$ cat config.mk
export PLATFORM = sky130hd
export DESIGN_NAME = three_rotor_cipher
export DESIGN_NICKNAME = d
export VERILOG_FILES = /design/src/rtl/trc_pkg.sv /design/src/rtl/trc_cell.sv /design/src/rtl/three_rotor_cipher.sv
export VERILOG_INCLUDE_DIRS = /design/src /design/src/rtl
export SDC_FILE = /design/constraint.sdc
export NUM_CORES = 1
export LEC_CHECK = 0
export BUFFER_PORTS_ARGS = -buffer_cell sky130_fd_sc_hd__buf_2
export CORE_ASPECT_RATIO = 1.5
export CORE_MARGIN = 2
export CORE_UTILIZATION = 55
export CTS_BUF_LIST = sky130_fd_sc_hd__clkbuf_8
export CTS_CLUSTER_SIZE = 28
export DETAILED_ROUTE_END_ITERATION = 6
export PLACE_DENSITY = 0.78
export SLEW_MARGIN = 15
export SYNTH_ARGS = -nofsm -noshare
export SYNTH_HDL_FRONTEND = slang
export SYNTH_SLANG_ARGS = --single-unit
$ cat constraint.sdc
create_clock -name i_clk -period 14.7 [get_ports i_clk]
set_input_delay 2.205 -clock i_clk [delete_from_list [all_inputs] [get_ports i_clk]]
set_output_delay 2.205 -clock i_clk [all_outputs]
set_load 0.01 [all_outputs]
$ cat src/rtl/three_rotor_cipher_assert.svh
`ifndef THREE_ROTOR_CIPHER_ASSERT_SVH
`define THREE_ROTOR_CIPHER_ASSERT_SVH

// Same-cycle implication, checked outside reset.
`define TRC_ASSERT_NOW(label, ante, cons, msg) \
    label: assert property (@(posedge i_clk) disable iff (!i_rst_n) (ante) |-> (cons)) \
        else $error(msg);

// Next-cycle implication, checked outside reset.
`define TRC_ASSERT_NEXT(label, ante, cons, msg) \
    label: assert property (@(posedge i_clk) disable iff (!i_rst_n) (ante) |=> (cons)) \
        else $error(msg);

`endif

$ cat src/rtl/trc_pkg.sv
`timescale 1ns / 1ps

package trc_pkg;

    localparam int ALPHABET_SIZE = 26;
    localparam int NUM_ROTORS    = 3;

    localparam int LW = $clog2(ALPHABET_SIZE);   // letter index width

    typedef logic [LW-1:0] t_letter;
    typedef logic [1:0]    t_cmd;
    typedef logic [1:0]    t_sel;
    typedef logic [2:0]    t_cfg_idx;

    // request kinds
    localparam t_cmd CMD_LOAD  = 2'd0;
    localparam t_cmd CMD_START = 2'd1;
    localparam t_cmd CMD_CHAR  = 2'd2;

    // configuration register indexes
    localparam t_cfg_idx CFG_START_FIRST  = 3'd0;
    localparam t_cfg_idx CFG_START_SECOND = 3'd1;
    localparam t_cfg_idx CFG_START_THIRD  = 3'd2;
    localparam t_cfg_idx CFG_NOTCH_FIRST  = 3'd3;
    localparam t_cfg_idx CFG_NOTCH_SECOND = 3'd4;

    localparam t_letter LAST_LETTER  = t_letter'(ALPHABET_SIZE - 1);
    localparam t_letter NOTCH_RESET  = t_letter'(ALPHABET_SIZE - 1);
    localparam t_letter NOTCH_NEVER  = '1;        // above the alphabet, never matches

    localparam logic [7:0] ASCII_UPPER_A = 8'h41;
    localparam logic [7:0] ASCII_UPPER_Z = 8'h5a;
    localparam logic [7:0] ASCII_LOWER_A = 8'h61;
    localparam logic [7:0] ASCII_LOWER_Z = 8'h7a;
    localparam logic [7:0] ASCII_CASE    = 8'h20;

    // one request travelling down the rotor chain
    typedef struct packed {
        t_cmd    kind;
        t_sel    sel;      // rotor being loaded
        t_letter idx;      // contact being loaded
        t_letter val;      // value stored at that contact
        t_letter x;        // letter index in flight
        logic    carry;    // step request for the receiving rotor
    } t_tok;

    // reduce a value below twice the alphabet size
    function automatic t_letter mod_once(input logic [LW:0] v);
        logic [LW:0] d;
        d = v - (LW+1)'(ALPHABET_SIZE);
        return (v >= (LW+1)'(ALPHABET_SIZE)) ? d[LW-1:0] : v[LW-1:0];
    endfunction

endpackage

$ cat src/rtl/trc_cell.sv
`timescale 1ns / 1ps

module trc_cell #(
    parameter int CELL_ID = 0
) (
    input  logic              i_clk,
    input  logic              i_rst_n,
    input  logic              i_valid,
    output logic              o_ready,
    input  trc_pkg::t_tok     i_tok,
    input  trc_pkg::t_letter  i_start_pos,
    input  trc_pkg::t_letter  i_notch,
    output logic              o_valid,
    input  logic              i_ready,
    output trc_pkg::t_tok     o_tok
);
    import trc_pkg::*;

    logic     r_valid;
    t_tok     r_tok;
    t_tok     n_tok;
    t_letter  r_pos;
    t_letter  n_pos;
    t_letter  r_wire [ALPHABET_SIZE];

    logic     take;
    logic     step;
    t_letter  pos_step;
    t_letter  pos_use;
    t_letter  contact;
    t_letter  mapped;
    t_letter  result;

    assign o_ready = !r_valid || i_ready;
    assign take    = i_valid && o_ready;
    assign o_valid = r_valid;
    assign o_tok   = r_tok;

    // odometer step of this rotor
    assign step     = (i_tok.kind == CMD_CHAR) && i_tok.carry;
    assign pos_step = (r_pos == LAST_LETTER) ? '0 : r_pos + t_letter'(1);
    assign pos_use  = step ? pos_step : r_pos;

    // (T[(x + p) mod 26] + 26 - p) mod 26
    assign contact = mod_once({1'b0, i_tok.x} + {1'b0, pos_use});
    assign mapped  = mod_once({1'b0, r_wire[contact]});
    assign result  = mod_once({1'b0, mapped} + ((LW+1)'(ALPHABET_SIZE) - {1'b0, pos_use}));

    always_comb begin
        n_tok       = i_tok;
        n_tok.x     = result;
        n_tok.carry = step && (pos_step == i_notch);
        n_pos       = r_pos;
        unique case (i_tok.kind)
            CMD_START: n_pos = mod_once({1'b0, i_start_pos});
            CMD_CHAR:  n_pos = pos_use;
            default:   n_pos = r_pos;
        endcase
    end

    always_ff @(posedge i_clk) begin
        if (!i_rst_n) begin
            r_valid <= 1'b0;
            r_pos   <= '0;
        end else begin
            if (o_ready) begin
                r_valid <= i_valid;
            end
            if (take) begin
                r_pos <= n_pos;
            end
        end
    end

    always_ff @(posedge i_clk) begin
        if (o_ready) begin
            r_tok <= n_tok;
        end
        if (take && (i_tok.kind == CMD_LOAD) && (i_tok.sel == t_sel'(CELL_ID))
                && (i_tok.idx <= LAST_LETTER)) begin
            r_wire[i_tok.idx] <= i_tok.val;
        end
    end

endmodule

$ cat src/rtl/three_rotor_cipher.sv
`timescale 1ns / 1ps

// Three-rotor substitution cipher without reflector. Wiring, start and encipher
// requests enter on the slave stream (kind in tuser) and run down a chain of
// three rotor cells, each with its own 26-entry wiring and position; a cell steps
// on the carry handed from its left neighbor and passes the letter and the next
// carry right. Throughput is one request per cycle unless the master side stalls;
// a letter is registered in each cell in turn. Non-letter bytes and the unused kind
// are taken and dropped at the entry. Loads and starts ride the same chain, so they
// act in request order with the letters around them. Stalls on the master side
// back up through the cells; empty cells still accept. Configuration is to be
// written by the user only while the chain is empty; the block does not enforce it.

`include "three_rotor_cipher_assert.svh"

module three_rotor_cipher (
    input  logic        i_clk,
    input  logic        i_rst_n,
    // configuration write port
    input  logic        i_cfg_we,
    input  logic [2:0]  i_cfg_idx,
    input  logic [4:0]  i_cfg_data,
    // request stream
    input  logic        s_axis_tvalid,
    output logic        s_axis_tready,
    input  logic [23:0] s_axis_tdata,  // rotor_select[1:0], wiring_index[6:2],
                                       // wiring_value[11:7], char_in[19:12], zero pad
    input  logic [1:0]  s_axis_tuser,  // command[1:0]
    // cipher letter stream
    output logic        m_axis_tvalid,
    input  logic        m_axis_tready,
    output logic [7:0]  m_axis_tdata   // cipher_letter[6:0], zero pad
);
    import trc_pkg::*;

    // configuration registers
    t_letter r_start [NUM_ROTORS];
    t_letter r_notch_first;
    t_letter r_notch_second;

    always_ff @(posedge i_clk) begin
        if (!i_rst_n) begin
            for (int i = 0; i < NUM_ROTORS; i++) begin
                r_start[i] <= '0;
            end
            r_notch_first  <= NOTCH_RESET;
            r_notch_second <= NOTCH_RESET;
        end else if (i_cfg_we) begin
            unique case (i_cfg_idx)
                CFG_START_FIRST:  r_start[0]     <= i_cfg_data;
                CFG_START_SECOND: r_start[1]     <= i_cfg_data;
                CFG_START_THIRD:  r_start[2]     <= i_cfg_data;
                CFG_NOTCH_FIRST:  r_notch_first  <= i_cfg_data;
                CFG_NOTCH_SECOND: r_notch_second <= i_cfg_data;
                default: ;
            endcase
        end
    end

    // entry decode: fold case, drop non-letters and the unused kind
    t_cmd       in_cmd;
    logic [7:0] in_char;
    logic [7:0] char_up;
    logic [7:0] char_off;
    logic       is_letter;
    logic       keep;
    t_tok       in_tok;

    assign in_cmd  = s_axis_tuser;
    assign in_char = s_axis_tdata[19:12];
    assign char_up = ((in_char >= ASCII_LOWER_A) && (in_char <= ASCII_LOWER_Z))
                   ? in_char - ASCII_CASE : in_char;
    assign is_letter = (char_up >= ASCII_UPPER_A) && (char_up <= ASCII_UPPER_Z);
    assign char_off  = char_up - ASCII_UPPER_A;

    always_comb begin
        keep = 1'b0;
        unique case (in_cmd)
            CMD_LOAD:  keep = 1'b1;
            CMD_START: keep = 1'b1;
            CMD_CHAR:  keep = is_letter;
            default:   keep = 1'b0;
        endcase
    end

    assign in_tok.kind  = in_cmd;
    assign in_tok.sel   = s_axis_tdata[1:0];
    assign in_tok.idx   = s_axis_tdata[6:2];
    assign in_tok.val   = s_axis_tdata[11:7];
    assign in_tok.x     = char_off[LW-1:0];
    assign in_tok.carry = 1'b1;               // first rotor steps on every letter

    // rotor chain
    logic    c_valid [NUM_ROTORS+1];
    logic    c_ready [NUM_ROTORS+1];
    t_tok    c_tok   [NUM_ROTORS+1];
    t_letter c_notch [NUM_ROTORS];

    assign c_valid[0] = s_axis_tvalid && keep;
    assign c_tok[0]   = in_tok;
    // dropped requests are taken whenever the chain head could take one
    assign s_axis_tready = c_ready[0];

    assign c_notch[0] = r_notch_first;
    assign c_notch[1] = r_notch_second;
    assign c_notch[2] = NOTCH_NEVER;          // third rotor carries nowhere

    for (genvar g = 0; g < NUM_ROTORS; g++) begin : g_rotor
        trc_cell #(
            .CELL_ID (g)
        ) u_cell (
            .i_clk       (i_clk),
            .i_rst_n     (i_rst_n),
            .i_valid     (c_valid[g]),
            .o_ready     (c_ready[g]),
            .i_tok       (c_tok[g]),
            .i_start_pos (r_start[g]),
            .i_notch     (c_notch[g]),
            .o_valid     (c_valid[g+1]),
            .i_ready     (c_ready[g+1]),
            .o_tok       (c_tok[g+1])
        );
    end

    // last cell register is the output register; only letters leave
    logic       out_is_letter;
    logic [7:0] out_ascii;

    assign out_is_letter = (c_tok[NUM_ROTORS].kind == CMD_CHAR);
    assign c_ready[NUM_ROTORS] = m_axis_tready || !out_is_letter;
    assign out_ascii     = ASCII_UPPER_A + {3'b000, c_tok[NUM_ROTORS].x};

    assign m_axis_tvalid = c_valid[NUM_ROTORS] && out_is_letter;
    assign m_axis_tdata  = {1'b0, out_ascii[6:0]};

    // checks
    `TRC_ASSERT_NOW(a_out_is_upper, m_axis_tvalid,
        (m_axis_tdata >= ASCII_UPPER_A) && (m_axis_tdata <= ASCII_UPPER_Z),
        "cipher letter outside A..Z")

    `TRC_ASSERT_NOW(a_stall_only_on_full, !s_axis_tready,
        m_axis_tvalid && !m_axis_tready && c_valid[1] && c_valid[2],
        "request side stalled while the chain had room")

    `TRC_ASSERT_NEXT(a_letter_reaches_cell, c_valid[0] && c_ready[0],
        c_valid[1],
        "request taken by the first rotor was lost")

endmodule

==> key figures <==
Status
  • Status: complete, no violations

Synthesis
  • Cells after synthesis: 1752
  • Seq cells post-synth: 480
  • Post-synthesis sequential area ratio: 61.3%
  • Syn_nets: 1871
  • Synth Cell Area: 23000 um2
  • Synth warn: 0
  • Ys async rst share: 0%
  • Number of synthesized flops with an enable pin: 452
  • Syn Area/Cell: 13.2 um2
  • Post-synthesis cell type count: 84
  • Most used DFF post-synth: edfxtp_1

STA
  • Fin Hold WS: 449 ps
  • # setup viols final: 0
  • Final Hold Vio Count: 0
  • Slew @ Worst Pin: 1210 ps
  • Setup WS post-layout: 5060 ps
  • Clock skew: 32.8 ps
  • Tcrit/Tclk final: 65.6%
  • Relative slew margins: 18.5%
  • F_max: 0.104 GHz
  • TNS Setup: 0 ps
  • Slew Viols, Final: 0
  • Unrepaired setup endpoints after global routing: no
  • Minimum clock period: 9640 ps

Setup path
  • Critical Path RT: 15070 ps
  • Crit Path Category: primary input to flop
  • R2r endpoint: g_rotor[2].u_cell.o_tok[4]
  • R2R depth: 32
  • Most frequent cell on the critical path: ha_1
  • CP peak stage delay: 590 ps
  • Worst r2r src: g_rotor[1].u_cell.o_tok[18]
  • Critical Path End: g_rotor[0].u_cell.o_tok[4]
  • CP Launch Type: primary input
  • Setup crit end kind: flop
  • Slowest-stage cell, CP: or4_4
  • Crit path launch: s_axis_tuser[0]
  • R2R Setup Slk: 5970 ps
  • CP max FO: 42
  • Arr. time, crit path: 10010 ps

Power
  • Power, Total: 5.76 mW
  • Clock network power share: 18.5%
  • P_leak: 9.02 nW
  • Internal: 3.41 mW
  • Sequential Power Share: 29.1%
  • Switching Fraction: 40.8%
  • Switching power: 2.35 mW
  • Pwr Density: 229 nW/um2
  • Combinational power share: 52.4%
  • Peak supply drop: 0.264 mV

Clock tree
  • Clock transition at path regs: 60 ps
  • CTS Buffer Depth: 3
  • CTS tree: done
  • Setup Fix Bufs, Post-CTS: 0
  • Root buffer cell: clkbuf_8
  • H-Tree Depth: 3
  • Post-cts resize count: 0
  • # clock sinks: 480
  • CTS Hold Bufs: 0
  • Clock Latency Late Sink: 640 ps
  • Inserted Clock Buffers: 71

Route
  • DR pass1 iterations: 6
  • DRC: 0
  • Iteration-0 DRC Markers: 1282
  • WL/cell: 21.4 um
  • Via count: 14700
  • Via-to-Cell Ratio: 6.06
  • Final WL: 51.9 mm
  • Post-DRT Antenna Nets: 0

Place
  • Post-DP HPWL: 36.3 mm
  • Post-placement cell count: 2303
  • DP Worst Slack: 4440 ps
  • Port Buffers: 42
  • GPL Wtd Cong: 0.932

Die
  • I/O pin count: 49
  • Die height: 255 um
  • Die X: 171 um
  • Starting Density: 55.9%
  • Die ar.: 43600 um2
  • Core box area: 41200 um2
  • # rows: 91

Global routing
  • Grt ovf: 0
  • Vias in the first global route: 14900
  • Largest net degree at the start of global routing: 43
  • Antenna violations before repair: 2
  • First-pass GRT wire length: 80.2 mm
  • GRT Overall Usage: 24.3%

Finish
  • Layout Nets: 1937
  • Post-route insts no fill: 2429
  • Layout cells sized above 1: 13.0%
  • Synth-to-layout area growth: 9.20%

Min path
  • Hold Crit Class: flop to flop
  • Worst hold stages: 0

Flow run
  • Max-Cap Viols: 0
-- area by class of cell --
cell class	count	area, um2
well taps	558	698
clock inverters	53	379
multi-input cells	1125	8340
repair buffers	54	300
diodes	1	2.50
fillers	3110	16000
inverters	86	323
flip-flops and latches	480	14100
clock buffers	72	991
-- synth_stat cells, drive strengths merged, types with 5 or more instances --
cell type	count	area, um2
edfxtp	452	13600
nor2	179	672
nand2	126	473
mux2i	107	1070
inv	86	323
a21oi	77	385
ha	74	926
o21ai	59	295
nand3	47	235
mux4	44	991
clkbuf	43	161
nor3	37	190
a211oi	35	280
dfxtp	28	561
xnor2	25	219
a21o	21	158
mux2	20	225
xor2	20	183
buf	18	101
nor2b	17	106
a31oi	13	93.8
nand2b	13	81.3
or2	12	75.1
and2	11	68.8
a22oi	10	75.1
a311oi	9	78.8
o221ai	9	78.8
o22ai	9	62.6
or3	9	56.3
and3	8	50.1
nand3b	8	60.1
nand4	8	50.1
o211ai	8	60.1
o21a	8	60.1
a2111oi	7	67.6
fa	6	120
o31ai	6	45.0
a22o	5	43.8
nor4	5	31.3
o211a	5	50.1
or3b	5	43.8
-- cells in the final DEF, fill, tap and decap left out, types with 9 or more instances in the layout --
| cell type | synthesis | routed |
|---|---|---|
| mux4_2 | 44 | 44 |
| clkbuf_8 | 0 | 72 |
| xor2_1 | 19 | 19 |
| a22oi_1 | 10 | 10 |
| xnor2_1 | 25 | 25 |
| a311oi_1 | 9 | 9 |
| a211oi_1 | 33 | 33 |
| nor3_1 | 36 | 36 |
| buf_4 | 5 | 12 |
| or3_1 | 9 | 9 |
| inv_1 | 86 | 102 |
| a31oi_1 | 11 | 11 |
| dfxtp_1 | 28 | 28 |
| nor2_1 | 179 | 177 |
| nand2b_1 | 13 | 13 |
| nand2_1 | 126 | 126 |
| nand3_1 | 47 | 47 |
| nor2b_1 | 17 | 17 |
| clkinv_1 | 0 | 16 |
| o21ai_0 | 59 | 59 |
| mux2_2 | 20 | 20 |
| o221ai_1 | 9 | 9 |
| and2_1 | 10 | 10 |
| or2_2 | 11 | 11 |
| edfxtp_1 | 452 | 452 |
| mux2i_1 | 107 | 107 |
| buf_2 | 6 | 42 |
| ha_1 | 74 | 74 |
| a21o_1 | 21 | 21 |
| a21oi_1 | 77 | 77 |
-- power groups by stage --
| stage | combinational [mW] | clock [mW] | sequential (mW) |
|---|---|---|---|
| 3_3_place_gp | 2.83 | 0 | 1.70 |
| 3_5_place_dp | 2.96 | 0 | 1.70 |
| 2_1_floorplan | 2.28 | 0 | 1.69 |
| 5_1_grt | 3.31 | 1.13 | 1.68 |
| 4_1_cts | 2.98 | 1.08 | 1.68 |
| 6_report | 3.02 | 1.06 | 1.68 |
-- how the worst min path moves through the flow --
stage	to	start	slack, ps
after floorplan	g_rotor[1].u_cell.o_tok[16]	g_rotor[0].u_cell.o_tok[16]	420
after global placement	g_rotor[1].u_cell.o_tok[16]	g_rotor[0].u_cell.o_tok[16]	420
after detailed placement	g_rotor[1].u_cell.o_tok[16]	g_rotor[0].u_cell.o_tok[16]	430
after CTS	g_rotor[1].u_cell.o_tok[16]	g_rotor[0].u_cell.o_tok[16]	450
after global routing	g_rotor[1].u_cell.o_tok[16]	g_rotor[0].u_cell.o_tok[16]	460
final	g_rotor[1].u_cell.o_tok[16]	g_rotor[0].u_cell.o_tok[16]	450
-- critical path: cells and delay by family --
kind / cells / cell delay (ps)
fa+ha+maj: 7 / 2470
compound gates: 10 / 2150
xor+xnor: 2 / 670
simple gates: 4 / 950
mux: 2 / 670
buf+inv: 4 / 830
-- logic make-up (layout without fill, tap and decap cells) --
logic type      Yosys count  count (layout)  synth area share (%)
other cells               2               3                0.0326
xor+xnor                 45              45                  1.74
compound gates          328             328                  9.84
fa+ha+maj                80              80                  4.54
buf+inv                 147             265                  2.54
mux                     171             171                  9.92
flops                   480             480                  61.3
simple gates            499             499                  10.1
-- flip-flops by register name, indices dropped and copies added (netlist names) --
signal / flops
r_notch_first: 5
g_rotor.u_cell.r_wire: 390
r_start: 15
g_rotor.u_cell.o_tok: 47
r_notch_second: 5
g_rotor.u_cell.o_valid: 3
g_rotor.u_cell.r_pos: 15
-- metrics by stage --
stage          cell area (um2)  util, %
2_1_floorplan            23000        -
3_3_place_gp             23800     57.7
3_5_place_dp             23800     57.7
4_1_cts                  25200     61.0
5_1_grt                  25200     61.1
6_report                 25200     61.1
-- metal layers --
layer	global-route usage (%)	share of wire, %	wire length, um	vias up
met3	4.36	5.4	2800	163
met2	45.9	55	28400	566
met4	12.5	4.7	2420	2
met1	25.5	35	18300	7162
li1	-	-	-	6819
met5	0	0.025	13	-
(Power assumes the default switching activity.)
